### src/hdl/dmal_pkg.sv
package dmal_pkg;

  // averaging window
  localparam int WINDOW_DEPTH = 5;

  localparam int DIST_W = 10;
  localparam int READ_W = 11;
  localparam int CNT_W  = $clog2(WINDOW_DEPTH + 1);
  localparam int SLOT_W = (WINDOW_DEPTH > 1) ? $clog2(WINDOW_DEPTH) : 1;
  // sum of the window stays below 1024 * WINDOW_DEPTH
  localparam int SUM_W  = DIST_W + CNT_W;
  localparam int STEP_W = $clog2(DIST_W + 1);

  // stream packing
  localparam int IN_TDATA_W  = ((3 * READ_W + 7) / 8) * 8;
  localparam int OUT_TDATA_W = ((2 * DIST_W + 7) / 8) * 8;
  localparam int OUT_TUSER_W = 2;

  // configuration registers
  localparam int CFG_IDX_W = 3;

  typedef enum logic [CFG_IDX_W-1:0] {
    CFG_FALLBACK_DISTANCE   = 3'd0,
    CFG_LATCH_ON_THRESHOLD  = 3'd1,
    CFG_LATCH_OFF_THRESHOLD = 3'd2,
    CFG_FORCED_DISTANCE     = 3'd3,
    CFG_FORCED_VELOCITY     = 3'd4
  } cfg_reg_t;

  localparam logic [DIST_W-1:0] FALLBACK_DISTANCE_RST   = 10'd50;
  localparam logic [DIST_W-1:0] LATCH_ON_THRESHOLD_RST  = 10'd10;
  localparam logic [DIST_W-1:0] LATCH_OFF_THRESHOLD_RST = 10'd20;
  localparam logic [DIST_W-1:0] FORCED_DISTANCE_RST     = 10'd5;
  localparam logic [DIST_W-1:0] FORCED_VELOCITY_RST     = 10'd10;

endpackage

### src/hdl/distance_median_average_latch.sv
// Path: from the accepting edge through PUSH, SUM (one step per window entry filled
// after this word, 1 to WINDOW_DEPTH), DIV and FINISH; a missing echo skips SUM and DIV.
// One word at a time. The one shared adder/subtractor handles one window entry per
// cycle in SUM, then one quotient bit per cycle in DIV. A waiting result word holds the
// next word in FINISH until it is taken.
// Reset (rst, synchronous): filter state cleared, registers back to their defaults.
module distance_median_average_latch (
  input  logic                                 clk,
  input  logic                                 rst,
  // reading_first [10:0], reading_second [21:11], reading_third [32:22]
  input  logic [dmal_pkg::IN_TDATA_W-1:0]      s_axis_tdata,
  input  logic                                 s_axis_tvalid,
  output logic                                 s_axis_tready,
  // reported_distance [9:0], reported_velocity [19:10]
  output logic [dmal_pkg::OUT_TDATA_W-1:0]     m_axis_tdata,
  // threat_latched [0], echo_missing [1]
  output logic [dmal_pkg::OUT_TUSER_W-1:0]     m_axis_tuser,
  output logic                                 m_axis_tvalid,
  input  logic                                 m_axis_tready,
  input  logic                                 cfg_we,
  input  logic [dmal_pkg::CFG_IDX_W-1:0]       cfg_index,
  input  logic [dmal_pkg::DIST_W-1:0]          cfg_wdata
);

  localparam int DW = dmal_pkg::DIST_W;
  localparam int RW = dmal_pkg::READ_W;
  localparam int CW = dmal_pkg::CNT_W;
  localparam int SW = dmal_pkg::SLOT_W;
  localparam int UW = dmal_pkg::SUM_W;
  localparam int TW = dmal_pkg::STEP_W;

  typedef enum logic [2:0] {
    IDLE,
    PUSH,
    SUM,
    DIV,
    FINISH
  } state_t;

  state_t state;

  logic [DW-1:0] fallback_distance;
  logic [DW-1:0] latch_on_threshold;
  logic [DW-1:0] latch_off_threshold;
  logic [DW-1:0] forced_distance;
  logic [DW-1:0] forced_velocity;

  logic [DW-1:0] window [dmal_pkg::WINDOW_DEPTH];
  logic [SW-1:0] write_slot;
  logic [CW-1:0] fill_count;
  logic [DW-1:0] previous_distance;
  logic          latch_flag;

  logic [RW-1:0] rd_a, rd_b, rd_c;
  logic          missing;
  logic [SW-1:0] idx;
  logic [UW-1:0] sum;
  logic [CW-1:0] rem;
  logic [DW-1:0] quot;
  logic [TW-1:0] div_step;
  logic [DW-1:0] distance;

  logic [DW-1:0] rep_distance;
  logic [DW-1:0] rep_velocity;
  logic          rep_latched;
  logic          rep_missing;

  // median of three non-negative readings
  logic [DW-1:0] ma, mb, mc, median;

  always_comb begin
    ma = rd_a[DW-1:0];
    mb = rd_b[DW-1:0];
    mc = rd_c[DW-1:0];
    if ((ma <= mb && mb <= mc) || (mc <= mb && mb <= ma)) begin
      median = mb;
    end else if ((mb <= ma && ma <= mc) || (mc <= ma && ma <= mb)) begin
      median = ma;
    end else begin
      median = mc;
    end
  end

  // shared adder/subtractor: accumulates the window, then does the restoring divide
  logic [UW-1:0] alu_a, alu_b;
  logic          alu_sub;
  logic [UW:0]   alu_res;
  logic          div_ge;
  logic [CW:0]   div_trial;

  assign div_trial = {rem, quot[DW-1]};

  always_comb begin
    if (state == DIV) begin
      alu_a   = UW'(div_trial);
      alu_b   = UW'(fill_count);
      alu_sub = 1'b1;
    end else begin
      alu_a   = sum;
      alu_b   = UW'(window[idx]);
      alu_sub = 1'b0;
    end
    alu_res = {1'b0, alu_a} + {1'b0, (alu_sub ? ~alu_b : alu_b)} + (UW + 1)'(alu_sub);
  end

  // carry out of the subtract means trial >= divisor
  assign div_ge = alu_res[UW];

  // latch and result selection
  logic          latch_next;
  logic [DW-1:0] out_d, out_v;

  always_comb begin
    latch_next = latch_flag;
    if (distance <= latch_on_threshold) begin
      latch_next = 1'b1;
    end else if (distance > latch_off_threshold) begin
      latch_next = 1'b0;
    end
    if (latch_next) begin
      out_d = forced_distance;
      out_v = forced_velocity;
    end else begin
      out_d = distance;
      out_v = (previous_distance > distance) ? previous_distance - distance : '0;
    end
  end

  assign s_axis_tready = (state == IDLE);
  assign m_axis_tdata  = dmal_pkg::OUT_TDATA_W'({rep_velocity, rep_distance});
  assign m_axis_tuser  = {rep_missing, rep_latched};

  always_ff @(posedge clk) begin
    if (rst) begin
      state               <= IDLE;
      fallback_distance   <= dmal_pkg::FALLBACK_DISTANCE_RST;
      latch_on_threshold  <= dmal_pkg::LATCH_ON_THRESHOLD_RST;
      latch_off_threshold <= dmal_pkg::LATCH_OFF_THRESHOLD_RST;
      forced_distance     <= dmal_pkg::FORCED_DISTANCE_RST;
      forced_velocity     <= dmal_pkg::FORCED_VELOCITY_RST;
      for (int i = 0; i < dmal_pkg::WINDOW_DEPTH; i++) begin
        window[i] <= '0;
      end
      write_slot          <= '0;
      fill_count          <= '0;
      previous_distance   <= '0;
      latch_flag          <= 1'b0;
      m_axis_tvalid       <= 1'b0;
    end else begin
      if (cfg_we) begin
        case (cfg_index)
          dmal_pkg::CFG_FALLBACK_DISTANCE:   fallback_distance   <= cfg_wdata;
          dmal_pkg::CFG_LATCH_ON_THRESHOLD:  latch_on_threshold  <= cfg_wdata;
          dmal_pkg::CFG_LATCH_OFF_THRESHOLD: latch_off_threshold <= cfg_wdata;
          dmal_pkg::CFG_FORCED_DISTANCE:     forced_distance     <= cfg_wdata;
          dmal_pkg::CFG_FORCED_VELOCITY:     forced_velocity     <= cfg_wdata;
          default: ;
        endcase
      end

      // FINISH reloads the output word itself
      if (m_axis_tvalid && m_axis_tready && state != FINISH) begin
        m_axis_tvalid <= 1'b0;
      end

      case (state)
        IDLE: begin
          if (s_axis_tvalid) begin
            rd_a    <= s_axis_tdata[RW-1:0];
            rd_b    <= s_axis_tdata[2*RW-1:RW];
            rd_c    <= s_axis_tdata[3*RW-1:2*RW];
            missing <= s_axis_tdata[RW-1] | s_axis_tdata[2*RW-1] | s_axis_tdata[3*RW-1];
            state   <= PUSH;
          end
        end
        PUSH: begin
          if (missing) begin
            distance <= fallback_distance;
            state    <= FINISH;
          end else begin
            window[write_slot] <= median;
            if (write_slot == SW'(dmal_pkg::WINDOW_DEPTH - 1)) begin
              write_slot <= '0;
            end else begin
              write_slot <= write_slot + 1'b1;
            end
            if (fill_count != CW'(dmal_pkg::WINDOW_DEPTH)) begin
              fill_count <= fill_count + 1'b1;
            end
            sum   <= '0;
            idx   <= '0;
            state <= SUM;
          end
        end
        SUM: begin
          sum <= alu_res[UW-1:0];
          idx <= idx + 1'b1;
          if (CW'(idx) == fill_count - 1'b1) begin
            // quotient fits in DW bits, so the top bits are the opening remainder
            rem      <= alu_res[UW-1:DW];
            quot     <= alu_res[DW-1:0];
            div_step <= '0;
            state    <= DIV;
          end
        end
        DIV: begin
          rem      <= div_ge ? alu_res[CW-1:0] : div_trial[CW-1:0];
          quot     <= {quot[DW-2:0], div_ge};
          div_step <= div_step + 1'b1;
          if (div_step == TW'(DW - 1)) begin
            distance <= {quot[DW-2:0], div_ge};
            state    <= FINISH;
          end
        end
        FINISH: begin
          // hold while the previous word still waits
          if (!m_axis_tvalid || m_axis_tready) begin
            latch_flag        <= latch_next;
            previous_distance <= distance;
            rep_distance      <= out_d;
            rep_velocity      <= out_v;
            rep_latched       <= latch_next;
            rep_missing       <= missing;
            m_axis_tvalid     <= 1'b1;
            state             <= IDLE;
          end
        end
        default: state <= IDLE;
      endcase
    end
  end

  a_fill_bound: assert property (@(posedge clk) disable iff (rst)
    fill_count <= CW'(dmal_pkg::WINDOW_DEPTH))
    else $error("fill count past window depth");

  a_slot_bound: assert property (@(posedge clk) disable iff (rst)
    write_slot < SW'(dmal_pkg::WINDOW_DEPTH))
    else $error("write slot out of range");

  a_rem_bound: assert property (@(posedge clk) disable iff (rst)
    state == DIV |-> rem < fill_count)
    else $error("divide remainder not below divisor");

  a_busy_after_accept: assert property (@(posedge clk) disable iff (rst)
    s_axis_tvalid && s_axis_tready |=> !s_axis_tready && !$rose(m_axis_tvalid))
    else $error("word accepted while busy or result too early");

  a_sum_window: assert property (@(posedge clk) disable iff (rst)
    state == SUM |-> fill_count != '0)
    else $error("summing an empty window");

endmodule
### config.mk
export PLATFORM = sky130hd
export DESIGN_NAME = distance_median_average_latch
export DESIGN_NICKNAME = d
export VERILOG_FILES = /design/src/hdl/dmal_pkg.sv /design/src/hdl/distance_median_average_latch.sv
export SDC_FILE = /design/constraint.sdc
export NUM_CORES = 1
export LEC_CHECK = 0
export ABC_AREA = 1
export BUFFER_PORTS_ARGS = -buffer_cell sky130_fd_sc_hd__buf_2
export CAP_MARGIN = 20
export CORE_MARGIN = 2
export CORE_UTILIZATION = 43
export CTS_CLUSTER_DIAMETER = 40
export CTS_CLUSTER_SIZE = 8
export DETAILED_ROUTE_END_ITERATION = 16
export PLACE_DENSITY = 0.63
export RECOVER_POWER = 25
export SYNTH_ARGS = -nofsm -noshare
export SYNTH_HDL_FRONTEND = slang
export SYNTH_SLANG_ARGS = --single-unit
### constraint.sdc
create_clock -name clk -period 4.4 [get_ports clk]
set_input_delay 0.88 -clock clk [delete_from_list [all_inputs] [get_ports clk]]
set_output_delay 0.88 -clock clk [all_outputs]
set_load 0.05 [all_outputs]
Yosys cells after proc, flatten, opt, wreduce, memory -nomap -nowiden
Memory sizes are Yosys's and may differ from the RTL's. A register that Yosys moved wholly into a read port is not among the register bits.
Cells that the tools add are included.
- bitwise logic cells: 5
- reduce and logical (&&, ||, !) cells: 30
- magnitude comparators: 9
- equality and inequality tests: 19
- shift operators: 0
- divide/modulo/power cells: 0
- $mul: 0
- add/sub/neg operators: 8
- multiplexer cells: 45
- operator list (operator ; count):
    10-bit two-way mux ; 10
    10-bit <= comparator ; 7
    10-bit case mux with 2 select lines ; 2
    13-bit two-way mux ; 3
    3-bit two-way mux ; 11
    13-bit case mux with 2 select lines ; 1
    10-bit greater-than comparator ; 2
    3-bit case mux with 5 select lines ; 1
    3-bit AND reduction ; 5
    13-bit by 13-bit adder with 14-bit output ; 1
    14-bit by 1-bit adder with 14-bit output ; 1
    2-bit AND reduction ; 7
    1-bit two-way mux ; 13
    13-bit inverter ; 1
    3-bit by 2-bit equality test with 1-bit output (second input constant) ; 4
    3-bit case mux with 2 select lines ; 2
    2-bit inequality test (second input constant) ; 5
    10-bit OR reduction ; 1
    10-bit subtractor ; 1
    3-bit by 1-bit adder with 3-bit output (second input constant) ; 3
    3-bit equality test (second input constant) ; 3
    4-bit case mux with 2 select lines ; 1
    4-bit AND reduction ; 2
    3-bit by 1-bit equality test with 1-bit output (second input constant) ; 2
    other kinds (14) ; 27
- bits in latches: 0
- bits of input ports: 58
- memories: 1
- memory bits (read-only): 0
- logic and storage cells: 142
- memory bits (writable): 50
- register bits: 167
- output and inout bits: 28
- memory list (memory ; depth ; width ; read ports ; clocked after Yosys merged registers in ; wr ports ; line ; text):
    window ; 5 ; 10 ; 1 ; 1 ; 5 ; distance_median_average_latch.sv:48 ; logic [DW-1:0] window [dmal_pkg::WINDOW_DEPTH];

Longest topological paths before layout
- word-level depth: 8
- mapped depth: 20
- gate-level depth less buffers: 20

Worst setup path before layout
Ideal clock, no wire load.
- path kind: input-to-reg
- start point: input port rst
- end point: register div_step[0] (enable)
- arrival: 2807 ps
- setup time: 435 ps
- buffers on the path: 1
- stages on the path: 2
- path slack: 1158 ps
- required time: 3965 ps
- cell sequence: buf_1 -> nor4_1
- word-level cells in the longest chain between the ends: 2
- ends and longest elaborated chain (what ; line ; text):
    start: declaration ; distance_median_average_latch.sv:9 ; input logic rst,
    1-bit inverter (no source line) ; n/a ;
    3-bit AND reduction (no source line) ; n/a ;
    end signal: assignment ; distance_median_average_latch.sv:209 ; div_step <= div_step + 1'b1;
    end: declaration ; distance_median_average_latch.sv:60 ; logic [TW-1:0] div_step;
No other way between the ends.
A chain may end at the register's enable or synchronous reset.

Worst setup path after layout
- start point: register state[2]
- end point: register quot[0], data pin
- word-level cells in the longest chain between the ends: 8
- elaborated cells on any way between the ends: 11
- classes of those cells: add/sub (2); eq/ne (2); mux (6); bitwise (1)
- ends and longest elaborated chain (what ; line ; text):
    start: declaration ; distance_median_average_latch.sv:40 ; state_t state;
    start signal: assignment ; distance_median_average_latch.sv:135 ; state <= IDLE;
    start signal: assignment ; distance_median_average_latch.sv:173 ; state <= PUSH;
    start signal: assignment ; distance_median_average_latch.sv:179 ; state <= FINISH;
    3-bit by 2-bit equality test with 1-bit output ; distance_median_average_latch.sv:94, distance_median_average_latch.sv:166 ;
    10-bit two-way mux ; distance_median_average_latch.sv:94 ; if (state == DIV) begin
    13-bit inverter ; distance_median_average_latch.sv:103 ; alu_res = {1'b0, alu_a} + {1'b0, (alu_sub ? ~alu_b : alu_b)} + (UW + 1)'(alu_sub);
    13-bit two-way mux ; distance_median_average_latch.sv:103 ;
    13-bit by 13-bit adder with 14-bit output ; distance_median_average_latch.sv:103 ;
    14-bit by 1-bit adder with 14-bit output ; distance_median_average_latch.sv:103 ;
    10-bit two-way mux ; distance_median_average_latch.sv:198 ; if (CW'(idx) == fill_count - 1'b1) begin
    10-bit case mux with 2 select lines (*) ; distance_median_average_latch.sv:166 ; case (state)
    end signal: assignment ; distance_median_average_latch.sv:201 ; quot <= alu_res[DW-1:0];
    end signal: assignment ; distance_median_average_latch.sv:208 ; quot <= {quot[DW-2:0], div_ge};
    end: declaration ; distance_median_average_latch.sv:59 ; logic [DW-1:0] quot;
Every way passes the cells marked *; elsewhere a longest branch is shown, timed or not. The select of a mux whose other input is x is not followed.

==> flow_summary.json <==
{
  "min_period_ns": 3.76,
  "grt.met1_usage_pct": 25.2,
  "violations": "max-capacitance violations, max-slew violations",
  "use_met3_pct": 3.33,
  "post-cts-setup-buffers": 0,
  "firstDrtPassIters": 5,
  "tns_ns": 0,
  "drc": 0,
  "critPathKind": "flip-flop to flip-flop",
  "postCtsHoldBufs": 0,
  "grt_max_degree": 63,
  "synth-seq-cells": 250,
  "fin_nets": 1626,
  "io_buffers": 74,
  "cap_violations": 2,
  "dieWidth_um": 176,
  "use_met2_pct": 33.4,
  "crit_path_start_kind": "flip-flop",
  "grt_pass1_vias": 9409,
  "finalHoldViolCount": 0,
  "regArea_um2": 6770,
  "syn_area_um2": 12600,
  "arrival_ns": 4.02,
  "fin_crit_sh_pct": 85.6,
  "power.density_nw_per_um2": 578,
  "final_cell_mix": "302 x nand2_1, 187 x nor2_1, 176 x edfxtp_1, 144 x inv_1, 103 x o21ai_0",
  "overflow": 0,
  "yosys.area.top_type": "edfxtp_1",
  "rsz0062_at_grt": "no",
  "ir_drop_mv": 0.325,
  "vias": 9806,
  "start_util_pct": 43.8,
  "antenna_found_initial": 2,
  "dp_cells": 1829,
  "cts.htree.levels": 2,
  "cts-resized-gates": 0,
  "grt_busiest_layer": "met2",
  "yosys_warnings": 0,
  "wl_per_cell_um": 15.7,
  "rr_worst_depth": 12,
  "maxSlewViolCount": 95,
  "fmax_ghz": 0.266,
  "worstSetupEndpointType": "flip-flop",
  "clk_latency_ns": 0.53,
  "worstPathRequired_ns": 4.65,
  "synth_edf_count": 176,
  "synth_flop_cell": "edfxtp_1",
  "gp_congestion": 0.851,
  "num_io_pins": 86,
  "leakagePower_uw": 0.00629,
  "r2r_slack_ns": 0.64,
  "die_area_um2": 30800,
  "fin_cells": 1907,
  "hp-class": "flip-flop to flip-flop",
  "tightest_slew_ns": 2.30,
  "min-delay-start": "latch_on_threshold[4]",
  "regToRegEndpoint": "quot[0]",
  "rows": 62,
  "syn_inst": 1408,
  "drt-vias-per-instance": 5.14,
  "critPathMaxFanout": 18,
  "clock-sinks": 250,
  "wl_um": 30000,
  "fillers": 2748,
  "synthTopCellsByArea": "edfxtp_1 42%, dfxtp_1 12%, nand2_1 9.0%, ha_1 7.6%, nor2_1 5.6%",
  "grt_usage_pct": 19.6,
  "dr.first_iter.drc_count": 722,
  "holdPathStages": 2,
  "multi_input_area_um2": 5060,
  "clk_pin_slew_worst_paths_ns": 0.05,
  "final_common_cell": "nand2_1",
  "cts_made_buffers": 42,
  "clock_path_buffers": 3,
  "synth_top_cell_area_share_pct": 41.8,
  "die_h_um": 176,
  "cts_tree": "yes",
  "fp.coreArea_um2": 28900,
  "yosysSeqAreaShare_pct": 53.5,
  "r2r_start": "state[2]",
  "hold_path_end": "latch_on_threshold[4]",
  "maxSlewHeadroom_pct": -53.6,
  "status": "finished with violations",
  "ys_async_sr_fraction_pct": 0,
  "cts-root-buf": "clkbuf_16",
  "ant_nets": 0,
  "setup_viol": 0,
  "synth_cell_type_count": 44,
  "hpwl_um": 20900,
  "grt_pass1_wl_um": 47700,
  "area_delta_synth_final_pct": 15.8,
  "syn_area_per_cell_um2": 8.98,
  "drive_gt1_share_pct": 9.99,
  "fin_skew_ns": 0.0282
}
-- cell usage after synthesis, drive strengths merged, types with 8 or more instances --
master,count
nand4,11
clkbuf,35
a21oi,88
dfxtp,74
inv,145
buf,21
nand2,302
o21ai,104
nand3,80
or3,8
edfxtp,176
ha,77
nor2,191
nor3,10
xor2,9
a221oi,14
xnor2,10
-- cell type report --
class,instances,share of cell area (%)
clock inverters,12,0.598
multi-input cells,953,34.5
flip-flops and latches,250,46.2
diodes,1,0.0171
clock buffers,65,8.05
inverters,152,3.89
well taps,384,3.28
repair buffers,90,3.43
-- flip-flops by register name, summed over array words and instances (netlist names), 4 cells and up, named ones only --
signal,count
latch_off_threshold,10
window,80
rd_a,10
rep_velocity,10
previous_distance,10
latch_on_threshold,10
distance,10
rd_b,10
fallback_distance,10
rd_c,10
forced_velocity,10
div_step,4
forced_distance,10
rep_distance,10
sum,13
quot,10
-- layer usage --
| layer | wire (um) | share of wire (%) |
|---|---|---|
| met1 | 13100 | 44 |
| met2 | 14300 | 48 |
| met3 | 1630 | 5.5 |
| met4 | 913 | 3.0 |
| met5 | 0 | 0 |
-- cells by family after synthesis --
| logic type | count (synthesis) | share of synthesized area [%] |
|---|---|---|
| multiplexers | 2 | 0.178 |
| AND/OR/NAND/NOR | 609 | 19.7 |
| adder cells (fa/ha/maj) | 79 | 7.93 |
| flip-flops | 250 | 53.5 |
| AO/OA/AOI/OAI | 240 | 10.6 |
| other | 1 | 0.0297 |
| buffers and inverters | 208 | 6.65 |
| XOR/XNOR | 19 | 1.32 |
-- metrics by stage --
stage,hold slack (ns),cell area (um^2),total power [uW],setup slack [ns],utilization (%)
2_1_floorplan,0.429,12700,4880,1.16,-
3_3_place_gp,0.442,13400,5530,0.994,46.3
3_5_place_dp,0.452,13400,5610,0.948,46.5
4_1_cts,0.462,14700,8540,0.893,50.9
5_1_grt,0.479,14600,8990,0.269,50.8
6_report,0.458,14600,8470,0.635,50.8
-- worst max-delay path by stage --
stage,startpoint,endpoint,slack [ns],depth (start not counted)
after CTS,flip-flop,rem[0],0.89,18
after global routing,state[1],rem[0],0.27,16
after global placement,flip-flop,rem[0],0.99,18
final,state[2],quot[0],0.64,12
after floorplan,rst,div_step[0],1.16,2
after detailed placement,flip-flop,rem[0],0.95,18
-- report_power, final --
group	switching, uW	internal, uW	leakage [uW]
combinational	1760	784	0.00341
sequential	109	2900	0.00227
clock	1070	1840	0.000611
total	2940	5530	0.00629
-- critical path, stage by stage (launching register included) --
cell and delay [ns]:
dfxtp_1 0.38, inv_1 0.07, nand3_1 0.53, inv_1 0.49, or3_1 0.56, ha_1 0.36, a21o_1 0.22, a21oi_1 0.23
o21ai_0 0.13, nand3_1 0.16, nand2_1 0.15, nand2_1 0.11, o21ai_0 0.08
No activity file was read; power rests on OpenSTA's default activity.
